$ cat config.mk
export PLATFORM = sky130hd
export DESIGN_NAME = laq_ctrl
export DESIGN_NICKNAME = d
export VERILOG_FILES = /design/src/rtl/laq_pkg.sv /design/src/rtl/laq_ctrl.sv
export SDC_FILE = /design/constraint.sdc
export NUM_CORES = 1
export LEC_CHECK = 0
export BUFFER_PORTS_ARGS = -buffer_cell sky130_fd_sc_hd__buf_2
export CAP_MARGIN = 20
export CORE_MARGIN = 2
export CORE_UTILIZATION = 42
export CTS_BUF_LIST = sky130_fd_sc_hd__clkbuf_2 sky130_fd_sc_hd__clkbuf_4 sky130_fd_sc_hd__clkbuf_8
export CTS_CLUSTER_SIZE = 14
export DETAILED_ROUTE_END_ITERATION = 8
export MAX_ROUTING_LAYER = met4
export PLACE_DENSITY = 0.78
export SKIP_LAST_GASP = 1
export SYNTH_ARGS = -nofsm -noshare
export SYNTH_HDL_FRONTEND = slang
export SYNTH_SLANG_ARGS = --single-unit
export TNS_END_PERCENT = 50
$ cat constraint.sdc
create_clock -name clk_i -period 1.35 [get_ports clk_i]
set_input_delay 0 -clock clk_i [delete_from_list [all_inputs] [get_ports clk_i]]
set_output_delay 0 -clock clk_i [all_outputs]
set_load 0.005 [all_outputs]
$ cat src/rtl/laq_pkg.sv
`timescale 1ns / 1ps
// ----------------------------------------------------------------------------
// laq_pkg
// shared widths, codes, state type and control/status bundles for the
// level-ancestor query engine
// ----------------------------------------------------------------------------
package laq_pkg;

  // default sizing
  localparam int DEF_MAX_NODES   = 1024;
  localparam int DEF_JUMP_LEVELS = 11;

  // field widths
  localparam int OP_W     = 2;
  localparam int NODE_W   = 10;
  localparam int PARENT_W = 11;
  localparam int STEPS_W  = 10;
  localparam int ANC_W    = 10;
  localparam int CNT_W    = 11;
  localparam int DEPTH_W  = 10;

  // stream word widths
  localparam int S_TDATA_W = 32;
  localparam int S_TUSER_W = OP_W;
  localparam int M_TDATA_W = 16;
  localparam int M_TUSER_W = 1;

  // node count after reset
  localparam logic [CNT_W-1:0] NODE_COUNT_RST = 11'd1024;

  // operation codes
  localparam logic [OP_W-1:0] OP_LOAD  = 2'd0;
  localparam logic [OP_W-1:0] OP_BUILD = 2'd1;
  localparam logic [OP_W-1:0] OP_QUERY = 2'd2;

  // controller states
  typedef enum logic [3:0] {
    S_IDLE,
    S_DISPATCH,
    S_Q_DEP,
    S_Q_STEP,
    S_Q_WAIT,
    S_A_RD,
    S_A_WR,
    S_B_RD1,
    S_B_P,
    S_B_RD2,
    S_B_WR,
    S_C_START,
    S_C_RD,
    S_C_CHK,
    S_C_WR,
    S_DONE
  } state_e;

  // jump table write data source
  typedef enum logic [1:0] {
    WD_LOAD,
    WD_LINK,
    WD_RAW
  } wr_sel_e;

  // kind of result word
  typedef enum logic [1:0] {
    RES_OK,
    RES_FAIL,
    RES_NODE,
    RES_U
  } res_e;

  // controller to datapath
  typedef struct packed {
    logic    cap_item;
    logic    i_clr;
    logic    i_inc;
    logic    j_inc;
    logic    j_top;
    logic    j_dec;
    logic    u_from_i;
    logic    u_from_node;
    logic    u_from_rd;
    logic    d_add;
    logic    k_sub;
    logic    tbl_rd;
    logic    tbl_rd_u;
    logic    tbl_wr;
    wr_sel_e wr_sel;
    logic    wr_up;
    logic    wr_node;
    logic    dep_rd;
    logic    dep_wr;
    logic    res_set;
    res_e    res_kind;
    logic    res_ld;
  } laq_cmd_t;

  // datapath to controller
  typedef struct packed {
    logic [OP_W-1:0] op;
    logic            load_ok;
    logic            query_ok;
    logic            k_zero;
    logic            dep_lt_k;
    logic            k_ge_pow;
    logic            rd_none;
    logic            i_last;
    logic            j_zero;
    logic            j_last_b;
    logic            res_free;
  } laq_stat_t;

endpackage

$ cat src/rtl/laq_ctrl.sv
`timescale 1ns / 1ps
// ----------------------------------------------------------------------------
// laq_ctrl
// controller: sequences loads, the three build passes and the query climb
// ----------------------------------------------------------------------------
module laq_ctrl (
  input  logic                clk_i,
  input  logic                rst_ni,
  input  logic                s_tvalid_i,
  output logic                s_tready_o,
  input  laq_pkg::laq_stat_t  stat_i,
  output laq_pkg::laq_cmd_t   cmd_o
);
  import laq_pkg::*;

  state_e state_q, state_d;
  logic   accept;

  assign s_tready_o = (state_q == S_IDLE);
  assign accept     = s_tvalid_i && s_tready_o;

  // state register
  always_ff @(posedge clk_i or negedge rst_ni) begin
    if (!rst_ni) begin
      state_q <= S_IDLE;
    end else begin
      state_q <= state_d;
    end
  end

  // next state
  always_comb begin
    state_d = state_q;
    unique case (state_q)
      S_IDLE: begin
        if (accept) state_d = S_DISPATCH;
      end
      S_DISPATCH: begin
        priority if (stat_i.op == OP_BUILD) begin
          state_d = S_A_RD;
        end else if (stat_i.op == OP_QUERY && stat_i.query_ok && !stat_i.k_zero) begin
          state_d = S_Q_DEP;
        end else begin
          state_d = S_DONE;
        end
      end
      S_Q_DEP:  state_d = stat_i.dep_lt_k ? S_DONE : S_Q_STEP;
      S_Q_STEP: begin
        priority if (stat_i.k_zero) begin
          state_d = S_DONE;
        end else if (stat_i.k_ge_pow) begin
          state_d = S_Q_WAIT;
        end else begin
          state_d = S_Q_STEP;
        end
      end
      S_Q_WAIT: state_d = stat_i.rd_none ? S_DONE : S_Q_STEP;
      S_A_RD:   state_d = S_A_WR;
      S_A_WR:   state_d = stat_i.i_last ? S_B_RD1 : S_A_RD;
      S_B_RD1:  state_d = S_B_P;
      S_B_P: begin
        priority if (!stat_i.rd_none) begin
          state_d = S_B_RD2;
        end else if (stat_i.i_last && stat_i.j_last_b) begin
          state_d = S_C_START;
        end else begin
          state_d = S_B_RD1;
        end
      end
      S_B_RD2:  state_d = S_B_WR;
      S_B_WR:   state_d = (stat_i.i_last && stat_i.j_last_b) ? S_C_START : S_B_RD1;
      S_C_START: state_d = S_C_RD;
      S_C_RD:   state_d = S_C_CHK;
      S_C_CHK:  state_d = stat_i.j_zero ? S_C_WR : S_C_RD;
      S_C_WR:   state_d = stat_i.i_last ? S_DONE : S_C_START;
      S_DONE: begin
        if (stat_i.res_free) state_d = S_IDLE;
      end
      default:  state_d = S_IDLE;
    endcase
  end

  // commands
  always_comb begin
    cmd_o          = '0;
    cmd_o.cap_item = accept;
    unique case (state_q)
      S_DISPATCH: begin
        priority if (stat_i.op == OP_LOAD) begin
          cmd_o.tbl_wr   = stat_i.load_ok;
          cmd_o.wr_sel   = WD_LOAD;
          cmd_o.wr_node  = 1'b1;
          cmd_o.res_set  = 1'b1;
          cmd_o.res_kind = RES_OK;
        end else if (stat_i.op == OP_BUILD) begin
          cmd_o.i_clr = 1'b1;
        end else if (stat_i.op == OP_QUERY) begin
          priority if (!stat_i.query_ok) begin
            cmd_o.res_set  = 1'b1;
            cmd_o.res_kind = RES_FAIL;
          end else if (stat_i.k_zero) begin
            cmd_o.res_set  = 1'b1;
            cmd_o.res_kind = RES_NODE;
          end else begin
            cmd_o.dep_rd      = 1'b1;
            cmd_o.u_from_node = 1'b1;
            cmd_o.j_top       = 1'b1;
          end
        end else begin
          cmd_o.res_set  = 1'b1;
          cmd_o.res_kind = RES_FAIL;
        end
      end
      S_Q_DEP: begin
        if (stat_i.dep_lt_k) begin
          cmd_o.res_set  = 1'b1;
          cmd_o.res_kind = RES_FAIL;
        end
      end
      S_Q_STEP: begin
        priority if (stat_i.k_zero) begin
          cmd_o.res_set  = 1'b1;
          cmd_o.res_kind = RES_U;
        end else if (stat_i.k_ge_pow) begin
          cmd_o.tbl_rd   = 1'b1;
          cmd_o.tbl_rd_u = 1'b1;
        end else begin
          cmd_o.j_dec = 1'b1;
        end
      end
      S_Q_WAIT: begin
        if (stat_i.rd_none) begin
          cmd_o.res_set  = 1'b1;
          cmd_o.res_kind = RES_FAIL;
        end else begin
          cmd_o.u_from_rd = 1'b1;
          cmd_o.k_sub     = 1'b1;
        end
      end
      S_A_RD: begin
        cmd_o.tbl_rd = 1'b1;
      end
      S_A_WR: begin
        cmd_o.tbl_wr = 1'b1;
        cmd_o.wr_sel = WD_LINK;
        cmd_o.i_clr  = stat_i.i_last;
        cmd_o.i_inc  = !stat_i.i_last;
      end
      S_B_RD1: begin
        cmd_o.tbl_rd = 1'b1;
      end
      S_B_P: begin
        if (stat_i.rd_none) begin
          // no ancestor: the missing link carries up unchanged
          cmd_o.tbl_wr = 1'b1;
          cmd_o.wr_sel = WD_RAW;
          cmd_o.wr_up  = 1'b1;
          cmd_o.i_clr  = stat_i.i_last;
          cmd_o.i_inc  = !stat_i.i_last;
          cmd_o.j_inc  = stat_i.i_last && !stat_i.j_last_b;
        end else begin
          cmd_o.u_from_rd = 1'b1;
        end
      end
      S_B_RD2: begin
        cmd_o.tbl_rd   = 1'b1;
        cmd_o.tbl_rd_u = 1'b1;
      end
      S_B_WR: begin
        cmd_o.tbl_wr = 1'b1;
        cmd_o.wr_sel = WD_RAW;
        cmd_o.wr_up  = 1'b1;
        cmd_o.i_clr  = stat_i.i_last;
        cmd_o.i_inc  = !stat_i.i_last;
        cmd_o.j_inc  = stat_i.i_last && !stat_i.j_last_b;
      end
      S_C_START: begin
        cmd_o.u_from_i = 1'b1;
        cmd_o.j_top    = 1'b1;
      end
      S_C_RD: begin
        cmd_o.tbl_rd   = 1'b1;
        cmd_o.tbl_rd_u = 1'b1;
      end
      S_C_CHK: begin
        cmd_o.u_from_rd = !stat_i.rd_none;
        cmd_o.d_add     = !stat_i.rd_none;
        cmd_o.j_dec     = !stat_i.j_zero;
      end
      S_C_WR: begin
        cmd_o.dep_wr   = 1'b1;
        cmd_o.i_inc    = !stat_i.i_last;
        cmd_o.res_set  = stat_i.i_last;
        cmd_o.res_kind = RES_OK;
      end
      S_DONE: begin
        cmd_o.res_ld = stat_i.res_free;
      end
      default: begin
        cmd_o.cap_item = accept;
      end
    endcase
  end

  // one item at a time: no second word straight after an accept
  a_one_item: assert property (@(posedge clk_i) disable iff (!rst_ni)
    accept |=> !s_tready_o)
    else $error("second word accepted while busy");

  // every state that consumes table data follows a table read
  a_rd_before_use: assert property (@(posedge clk_i) disable iff (!rst_ni)
    (state_q == S_Q_WAIT || state_q == S_A_WR || state_q == S_B_P ||
     state_q == S_B_WR || state_q == S_C_CHK) |-> $past(cmd_o.tbl_rd))
    else $error("table data used without a read");

  // a finished item waits while the output word is still held
  a_done_hold: assert property (@(posedge clk_i) disable iff (!rst_ni)
    (state_q == S_DONE && !stat_i.res_free) |=> (state_q == S_DONE))
    else $error("left done state with output blocked");

endmodule

==> flow_summary.toml, run 1 <==
[logic_synthesis]
synth_seq_area_share = 0.132
synth_fp_nets = 131
syn_avg_cell_area_um2 = 6.54
synth_enable_flop_cells = 0
syn_area_um2 = 758
syn_inst = 116
synthFlopType = "dfrtp_1"
yosysWarnings = 0
synth_cell_types = 42
synth_seq_cells = 4
synthArstFlopShare = 1.00

[routing]
wl_met3_um = 487
wire_per_inst_um = 21.3
first_pass_iters = 5
num_vias = 1379
drt_iter0_markers = 128
drc_errors = 0
wl_met1_um = 1640
ant_nets = 0
vias_per_cell = 6.47
wl_met2_um = 2030
routed.top_layer = "met4"
routed_wl_um = 4530

[timing]
tightestPinTransition_ns = 0.337
finalWorstSetupSlack_ns = -0.382
hold_viol_final = 0
skew_ns = 0.00533
rsz0062_at_grt = "yes"
final.setup.tns_ns = -6.19
timing.final.crit_share = 1.28
finalSetupViolations = 29
period_needed_ns = 1.73
slew_violations = 0
hold_slack_ns = 0.0612
max_freq_ghz = 0.577
slew_headroom = 0.775

[worst_setup_path]
end_kind = "output pin"
rr_endpoint = "state_q[1]$_DFFE_PN0P_"
crit_arrival_ns = 1.73
slowest_delay_ns = 0.41
r2r_slack_ns = -0.21
r2r_cells = 7
crit_path_cell_trace = "buf_6 > nand3b_1 > a211oi_2 > buf_4 > a31oi_2 > nand2_1 > buf_2"
critPathTopFamily = "buffers and inverters"
path_max_fanout = 4
slowest_stage = "dfrtp_2"
crit_type = "reg2out"
crit_buf_inv = 3
reg2reg_from = "state_q[2]$_DFFE_PN0P_"
cp.required_ns = 1.35
cp-start-kind = "flip-flop"

[placed_design]
place.detailed.hpwl_um = 2080
post_dp_cell_area_um2 = 1070
io_buffer_count = 39
pre_cts_ws_ns = -0.139
place_congestion = 0.919

[cells_and_area]
diodes = 0
top_register = "state_q"
drive_above_1_share = 0.633
nets = 205
largest_reg_flops = 4
top_regs = "state_q x4"
area_growth_pct = 95.5
final_common_cell = "buf_2"
final_cell_mix = "buf_2 (38), buf_4 (33), nor2_1 (12), nand2_1 (9)"
final_area_um2 = 1480
fill_cells = 91

[run_status]
violations = "negative setup slack"
status = "finished with violations"

[global_route]
grt_pass1_wl_um = 5430
globalRoute.totalOverflow = 0
antenna_found_initial = 0
grt_max_degree = 10
grt_pass1_vias = 1122
grtUsageTotal = 0.368

[floorplan]
io-pin-count = 40
rows = 15
die_h_um = 46.5
initial_core_util = 0.444
core_um2 = 1710
die_area_um2 = 2160
dieWidth_um = 46.5

[clock_network]
htreeDepth = 1
cts_made_buffers = 3
cts_sinks = 4
clk_pin_slew_ns = 0.04
root_buffer = "clkbuf_4"
cts_tree = "done"
clk_latency_ns = 0.26
cts_buffer_depth = 2

[run]
maxCapViolCount = 0

[pwr]
ir_drop_uv = 1460
p_leak_nw = 0.745
powerDensity_nw_per_um2 = 2630

[min_path]
worstHoldPathType = "in2reg"
min_to = "state_q[0]$_DFFE_PN0P_"
worstHoldStart = "s_tvalid_i"
whs_path_depth = 3
[kinds of logic after synthesis]
kind of cell           synth area share
muxes                            0.0281
AOI/OAI and AO/OA                 0.295
buffers and inverters             0.107
DFF                               0.132
and+or+nand+nor                   0.437
[routing by layer]
layer,global-route usage,vias up
met5,-,-
met4,0.166,0
met3,0.0824,53
met2,0.572,146
li1,-,564
met1,0.449,616
[Yosys cell counts (all sizes together), types with 2 or more instances]
cell / number / area, um^2
or2: 2 / 12.5
nand2b: 4 / 25.0
o21ai: 4 / 20.0
a21o: 3 / 22.5
nand3b: 3 / 22.5
clkbuf: 3 / 13.8
nor4: 3 / 18.8
buf: 10 / 60.1
and3: 2 / 12.5
nand2: 11 / 41.3
nor2: 16 / 60.1
a21oi: 9 / 45.0
o32ai: 2 / 17.5
nor2b: 7 / 43.8
o22ai: 4 / 25.0
nor3b: 2 / 15.0
nor3: 4 / 25.0
nand3: 2 / 10.0
dfrtp: 4 / 100
inv: 2 / 7.51
or3: 2 / 12.5
[tightest hold or removal path, stage by stage]
cell	delay [ns]
buf_2	0.10
nor4_1	0.05
a21oi_1	0.12
[worst max-delay path by stage]
stage               slack, ns                      to  depth (start not counted)              startpoint
floorplan                0.09  state_q[1]$_DFFE_PN0P_                          5  state_q[3]$_DFFE_PN0P_
global placement        -0.08  state_q[1]$_DFFE_PN0P_                          5  state_q[2]$_DFFE_PN0P_
detailed placement      -0.14               cmd_o[18]                          5  state_q[1]$_DFFE_PN0P_
CTS                     -0.17               cmd_o[15]                          5  state_q[2]$_DFFE_PN0P_
global route            -0.42               cmd_o[21]                          7  state_q[2]$_DFFE_PN0P_
finish                  -0.38                cmd_o[3]                          7  state_q[2]$_DFFE_PN0P_
[metrics by stage]
| stage | total power, mW | std cells | utilization |
|---|---|---|---|
| finish | 3.89 | 213 | 0.868 |
| floorplan | 1.49 | 116 | - |
| global route | 4.01 | 213 | 0.868 |
| detailed placement | 2.26 | 188 | 0.626 |
| CTS | 3.06 | 205 | 0.770 |
| global placement | 2.20 | 188 | 0.626 |
[power breakdown]
group	leakage, nW	switching, mW	total, mW	internal (mW)
registers	0.0421	0.127	0.329	0.202
clock network	0.0138	0.0685	0.169	0.101
logic	0.690	1.69	3.40	1.71
total	0.745	1.88	3.89	2.01
[repair_timing]
action                                  in CTS  in global routing
hold buffers                                 1                  0
pin swaps                                   10                 12
endpoints found under the hold margin        4                  0
buffers inserted                            13                  7
resized for setup                           33                 21
gates cloned                                 0                  1
endpoints found under the setup margin      24                 29
[final cells by class]
type                    instances  area [um^2]  share of cell area
inverters                       2         7.51             0.00506
multi-input cells              97          738               0.498
clock buffers                   3         22.5              0.0152
well taps                      25         31.3              0.0211
repair buffers                 82          578               0.390
flip-flops and latches          4          105              0.0709
Power figures use the tool's default switching activity.
==> inputs of run 2 (changes only) <==
Settings changed: CORE_UTILIZATION 42 to 46, PLACE_DENSITY 0.78 to 0.81.
Clock period 1.35 ns to 1.6 ns, I/O delays scaled along.
==> flow_summary.toml, run 2 (same netlist as run 1, synthesis figures left out) <==
[routing]
first_pass_iters = 4
vias_per_cell = 6.24
routed_wl_um = 2850
num_vias = 1129
drc_errors = 0
ant_nets = 0
drt_iter0_markers = 63
wire_per_inst_um = 15.8

[placed_design]
io_buffer_count = 39
place_congestion = 0.993
dpl.cell_count = 169
place.detailed.hpwl_um = 1880
pre_cts_ws_ns = 0.0853

[floorplan]
io-pin-count = 40
core_um2 = 1520
die_area_um2 = 1990
die_h_um = 44.6
rows = 14
initial_core_util = 0.498
dieWidth_um = 44.6

[cells_and_area]
fill_cells = 133
drive_above_1_share = 0.485
final_common_cell = "buf_2"
largest_reg_flops = 4
top_regs = "state_q x4"
nets = 182
final_core_util = 0.745
final_cells = 181
final_cell_mix = "buf_2 (41), buf_4 (17), nor2_1 (14), nand2_1 (10), a21oi_1 (9)"
top_register = "state_q"
diodes = 0
area_growth_pct = 49.7

[worst_setup_path]
crit_buf_inv = 1
r2r_cells = 4
cp.depth = 5
path_max_fanout = 11
cp.required_ns = 1.60
slowest_delay_ns = 0.51
crit_path_cell_trace = "nor2b_1 > a21oi_1 > o32ai_2 > a31o_2 > buf_2"
critPathTopFamily = "compound AO/OA/AOI/OAI gates"
cp-start-kind = "flip-flop"
slowest_stage = "dfrtp_2"
crit_type = "reg2out"
end_kind = "output pin"
crit_arrival_ns = 1.64

[min_path]
worstHoldPathType = "in2reg"
whs_path_depth = 3

[clock_network]
cts_made_buffers = 3
clk_latency_ns = 0.24
clk_pin_slew_ns = 0.04
cts_buffer_depth = 2
cts_tree = "done"
root_buffer = "clkbuf_4"
cts_sinks = 4
htreeDepth = 1

[timing]
tightestPinTransition_ns = 0.303
hold_viol_final = 0
final.setup.tns_ns = -0.0375
rsz0062_at_grt = "yes"
slew_violations = 0
finalWorstSetupSlack_ns = -0.0375
skew_ns = 0.00381
max_freq_ghz = 0.611
hold_slack_ns = 0.0564
period_needed_ns = 1.64
finalSetupViolations = 1
timing.final.crit_share = 1.02
slew_headroom = 0.798

[run]
maxCapViolCount = 0

[pwr]
p_leak_nw = 0.585
ir_drop_uv = 979
powerDensity_nw_per_um2 = 1960

[global_route]
globalRoute.totalOverflow = 0
grt_max_degree = 15
grt_pass1_wl_um = 3900
antenna_found_initial = 0
grtUsageTotal = 0.266
grt_pass1_vias = 963

[run_status]
status = "finished with violations"
violations = "negative setup slack"
run 2: cell types whose count changed in the layout (fill, tap and decap cells not counted), moves of 2 or more:
cell	delta
nor2_2	-2
nor2b_4	-3
nor2_1	+2
nor2b_1	+3
buf_2	+3
buf_4	-16
buf_6	-8
run 2: path summary, 6_finish.rpt:
kind	start	to	slack, ns
worst max-delay path	state_q[3]$_DFFE_PN0P_	cmd_o[12]	-0.04
worst min-delay path	s_tvalid_i	state_q[0]$_DFFE_PN0P_	0.06
worst max register to register	state_q[3]$_DFFE_PN0P_	state_q[1]$_DFFE_PN0P_	0.12
worst min register to register	state_q[0]$_DFFE_PN0P_	state_q[0]$_DFFE_PN0P_	0.63
max in group asynchronous	rst_ni	state_q[0]$_DFFE_PN0P_	1.35
min in group asynchronous	rst_ni	state_q[2]$_DFFE_PN0P_	0.11
run 2: per-stage QoR:
step	area [um^2]	power [mW]
4_1_cts	1040	1.93
6_report	1130	2.23
3_5_place_dp	982	1.71
2_1_floorplan	758	1.26
3_3_place_gp	982	1.67
5_1_grt	1130	2.40
run 2: per-layer routing:
metal / global-route usage / share of wire
met1: 0.297 / 0.39
met2: 0.481 / 0.48
met4: 0.109 / 0.022
met5: - / 0
met3: 0.0163 / 0.11
run 2: timing repair:
action	CTS	global route
endpoints found under the setup margin	7	9
hold buffers	1	0
buffers inserted	2	6
gates resized for setup	7	11
endpoints found under the hold margin	4	0
cloned	0	0
run 2: cell type report:
class / instances / area (um^2) / share of cell area
Tap cell: 16 / 20.0 / 0.0176
Timing Repair Buffer: 59 / 343 / 0.302
Multi-Input combinational cell: 97 / 637 / 0.561
Clock buffer: 3 / 22.5 / 0.0198
Sequential cell: 4 / 105 / 0.0926
Inverter: 2 / 7.51 / 0.00662
run 2: where the power goes:
group          leakage (nW)  internal [mW]  switching, mW
combinational         0.529          0.853          0.907
clock                0.0138         0.0841         0.0446
sequential           0.0421          0.169          0.169
total                 0.585           1.11           1.12
run 2: worst register-to-register path, delay by kind of cell, from the launching register on:
kind	cells	cell delay, ns
DFF	1	0.51
and+or+nand+nor	1	0.35
muxes	1	0.13
AOI/OAI and AO/OA	2	0.39
==> inputs of run 3 (changes only) <==
Settings changed: SKIP_CTS_REPAIR_TIMING from default to 1.
==> flow_summary.toml, run 3 (same netlist as run 1, synthesis figures left out) <==
[floorplan]
die_h_um = 44.6
core_um2 = 1520
rows = 14
dieWidth_um = 44.6
die_area_um2 = 1990
initial_core_util = 0.498
io-pin-count = 40

[worst_setup_path]
end_kind = "output pin"
r2r_cells = 4
rr_endpoint = "state_q[1]$_DFFE_PN0P_"
slowest_delay_ns = 0.45
slowest_stage = "dfrtp_2"
reg2reg_from = "state_q[2]$_DFFE_PN0P_"
crit_path_cell_trace = "buf_2 > buf_4 > o32ai_2 > a31o_2 > buf_2"
r2r_slack_ns = 0.11
cp-start-kind = "flip-flop"
crit_arrival_ns = 1.62
cp_common_cell = "buf_2"
cp.required_ns = 1.60
crit_type = "reg2out"
critPathTopFamily = "buffers and inverters"
crit_buf_inv = 3
path_max_fanout = 7

[global_route]
grt_pass1_wl_um = 3720
grtUsageTotal = 0.254
antenna_found_initial = 0
busiest_layer = "met2"
globalRoute.totalOverflow = 0
grt_use_met2 = 0.458
grt_pass1_vias = 905
grtUsageMet1 = 0.296
grt_max_degree = 15
grt_util_met3 = 0.0122

[timing]
final.setup.tns_ns = -0.0199
finalWorstSetupSlack_ns = -0.0159
rsz0062_at_grt = "yes"
timing.final.crit_share = 1.01
slew_headroom = 0.728
hold_slack_ns = 0.0599
finalSetupViolations = 3
period_needed_ns = 1.62
skew_ns = 0.00504
tightestPinTransition_ns = 0.408
max_freq_ghz = 0.619
hold_viol_final = 0
slew_violations = 0

[routing]
ant_nets = 0
drc_errors = 0
vias_per_cell = 6.33
wire_per_inst_um = 16.7
routed_wl_um = 3060
first_pass_iters = 4
num_vias = 1159
drt_iter0_markers = 97

[min_path]
worstHoldPathType = "in2reg"
whs_path_depth = 3
min_to = "state_q[0]$_DFFE_PN0P_"
worstHoldStart = "s_tvalid_i"

[cells_and_area]
drive_above_1_share = 0.485
final_cell_mix = "buf_2 (41), buf_4 (18), nor2_1 (14), nand2_1 (10), a21oi_1 (8)"
area_growth_pct = 49.8
diodes = 0
top_regs = "state_q x4"
final_common_cell = "buf_2"
nets = 184
largest_reg_flops = 4
top_register = "state_q"

[clock_network]
htreeDepth = 1
root_buffer = "clkbuf_4"
cts_buffer_depth = 2
cts_sinks = 4
clk_pin_slew_ns = 0.04
clk_latency_ns = 0.24
cts_made_buffers = 3
cts_tree = "done"

[pwr]
powerDensity_nw_per_um2 = 2000
p_leak_nw = 0.592
ir_drop_uv = 950

[run_status]
status = "finished with violations"
violations = "negative setup slack"

[placed_design]
place_congestion = 0.993
io_buffer_count = 39
place.detailed.hpwl_um = 1880

[run]
maxCapViolCount = 0
-- run 3: cell type report --
class                      instances  area, um^2
tap                               16        20.0
fill                             132         388
clock buffer                       3        22.5
timing repair buffer              61         355
inverter                           2        7.51
multi-input combinational         97         626
sequential                         4         105
-- run 3: tightest hold or removal path, stage by stage --
cell and delay, ns:
buf_2 0.09, nor4_1 0.05, a21oi_1 0.11
-- run 3: worst max-delay path by stage --
stage                           start                     end  depth (start not counted)  slack, ns
6_report       state_q[1]$_DFFE_PN0P_               cmd_o[12]                          5      -0.02
5_1_grt        state_q[2]$_DFFE_PN0P_               cmd_o[15]                          7      -0.08
4_1_cts        state_q[1]$_DFFE_PN0P_               cmd_o[18]                          5      -0.13
3_5_place_dp   state_q[3]$_DFFE_PN0P_  state_q[1]$_DFFE_PN0P_                          4       0.09
3_3_place_gp   state_q[3]$_DFFE_PN0P_  state_q[1]$_DFFE_PN0P_                          4       0.15
2_1_floorplan  state_q[3]$_DFFE_PN0P_  state_q[1]$_DFFE_PN0P_                          5       0.34
-- run 3: layer usage --
metal	vias to the layer above	routed length, um
met3	26	336
met5	-	0
li1	524	-
met2	97	1420
met1	512	1140
met4	0	167
-- run 3: per-stage QoR --
step                      worst slack, ns  total power, mW  instance area (um^2)  std cells   util
after CTS                          -0.130             1.85                  1000        172  0.659
after floorplan                     0.340             1.26                   758        116      -
after global routing              -0.0814             2.42                  1140        183  0.745
final                             -0.0159             2.27                  1140        183  0.745
after detailed placement           0.0853             1.71                   982        169  0.644
after global placement              0.148             1.67                   982        169  0.644
-- run 3: where the power goes --
group	switching [mW]	total, mW	internal (mW)	leakage (nW)
Clock	0.0453	0.129	0.0842	0.0138
Combinational	0.962	1.83	0.872	0.536
Sequential	0.136	0.306	0.170	0.0421
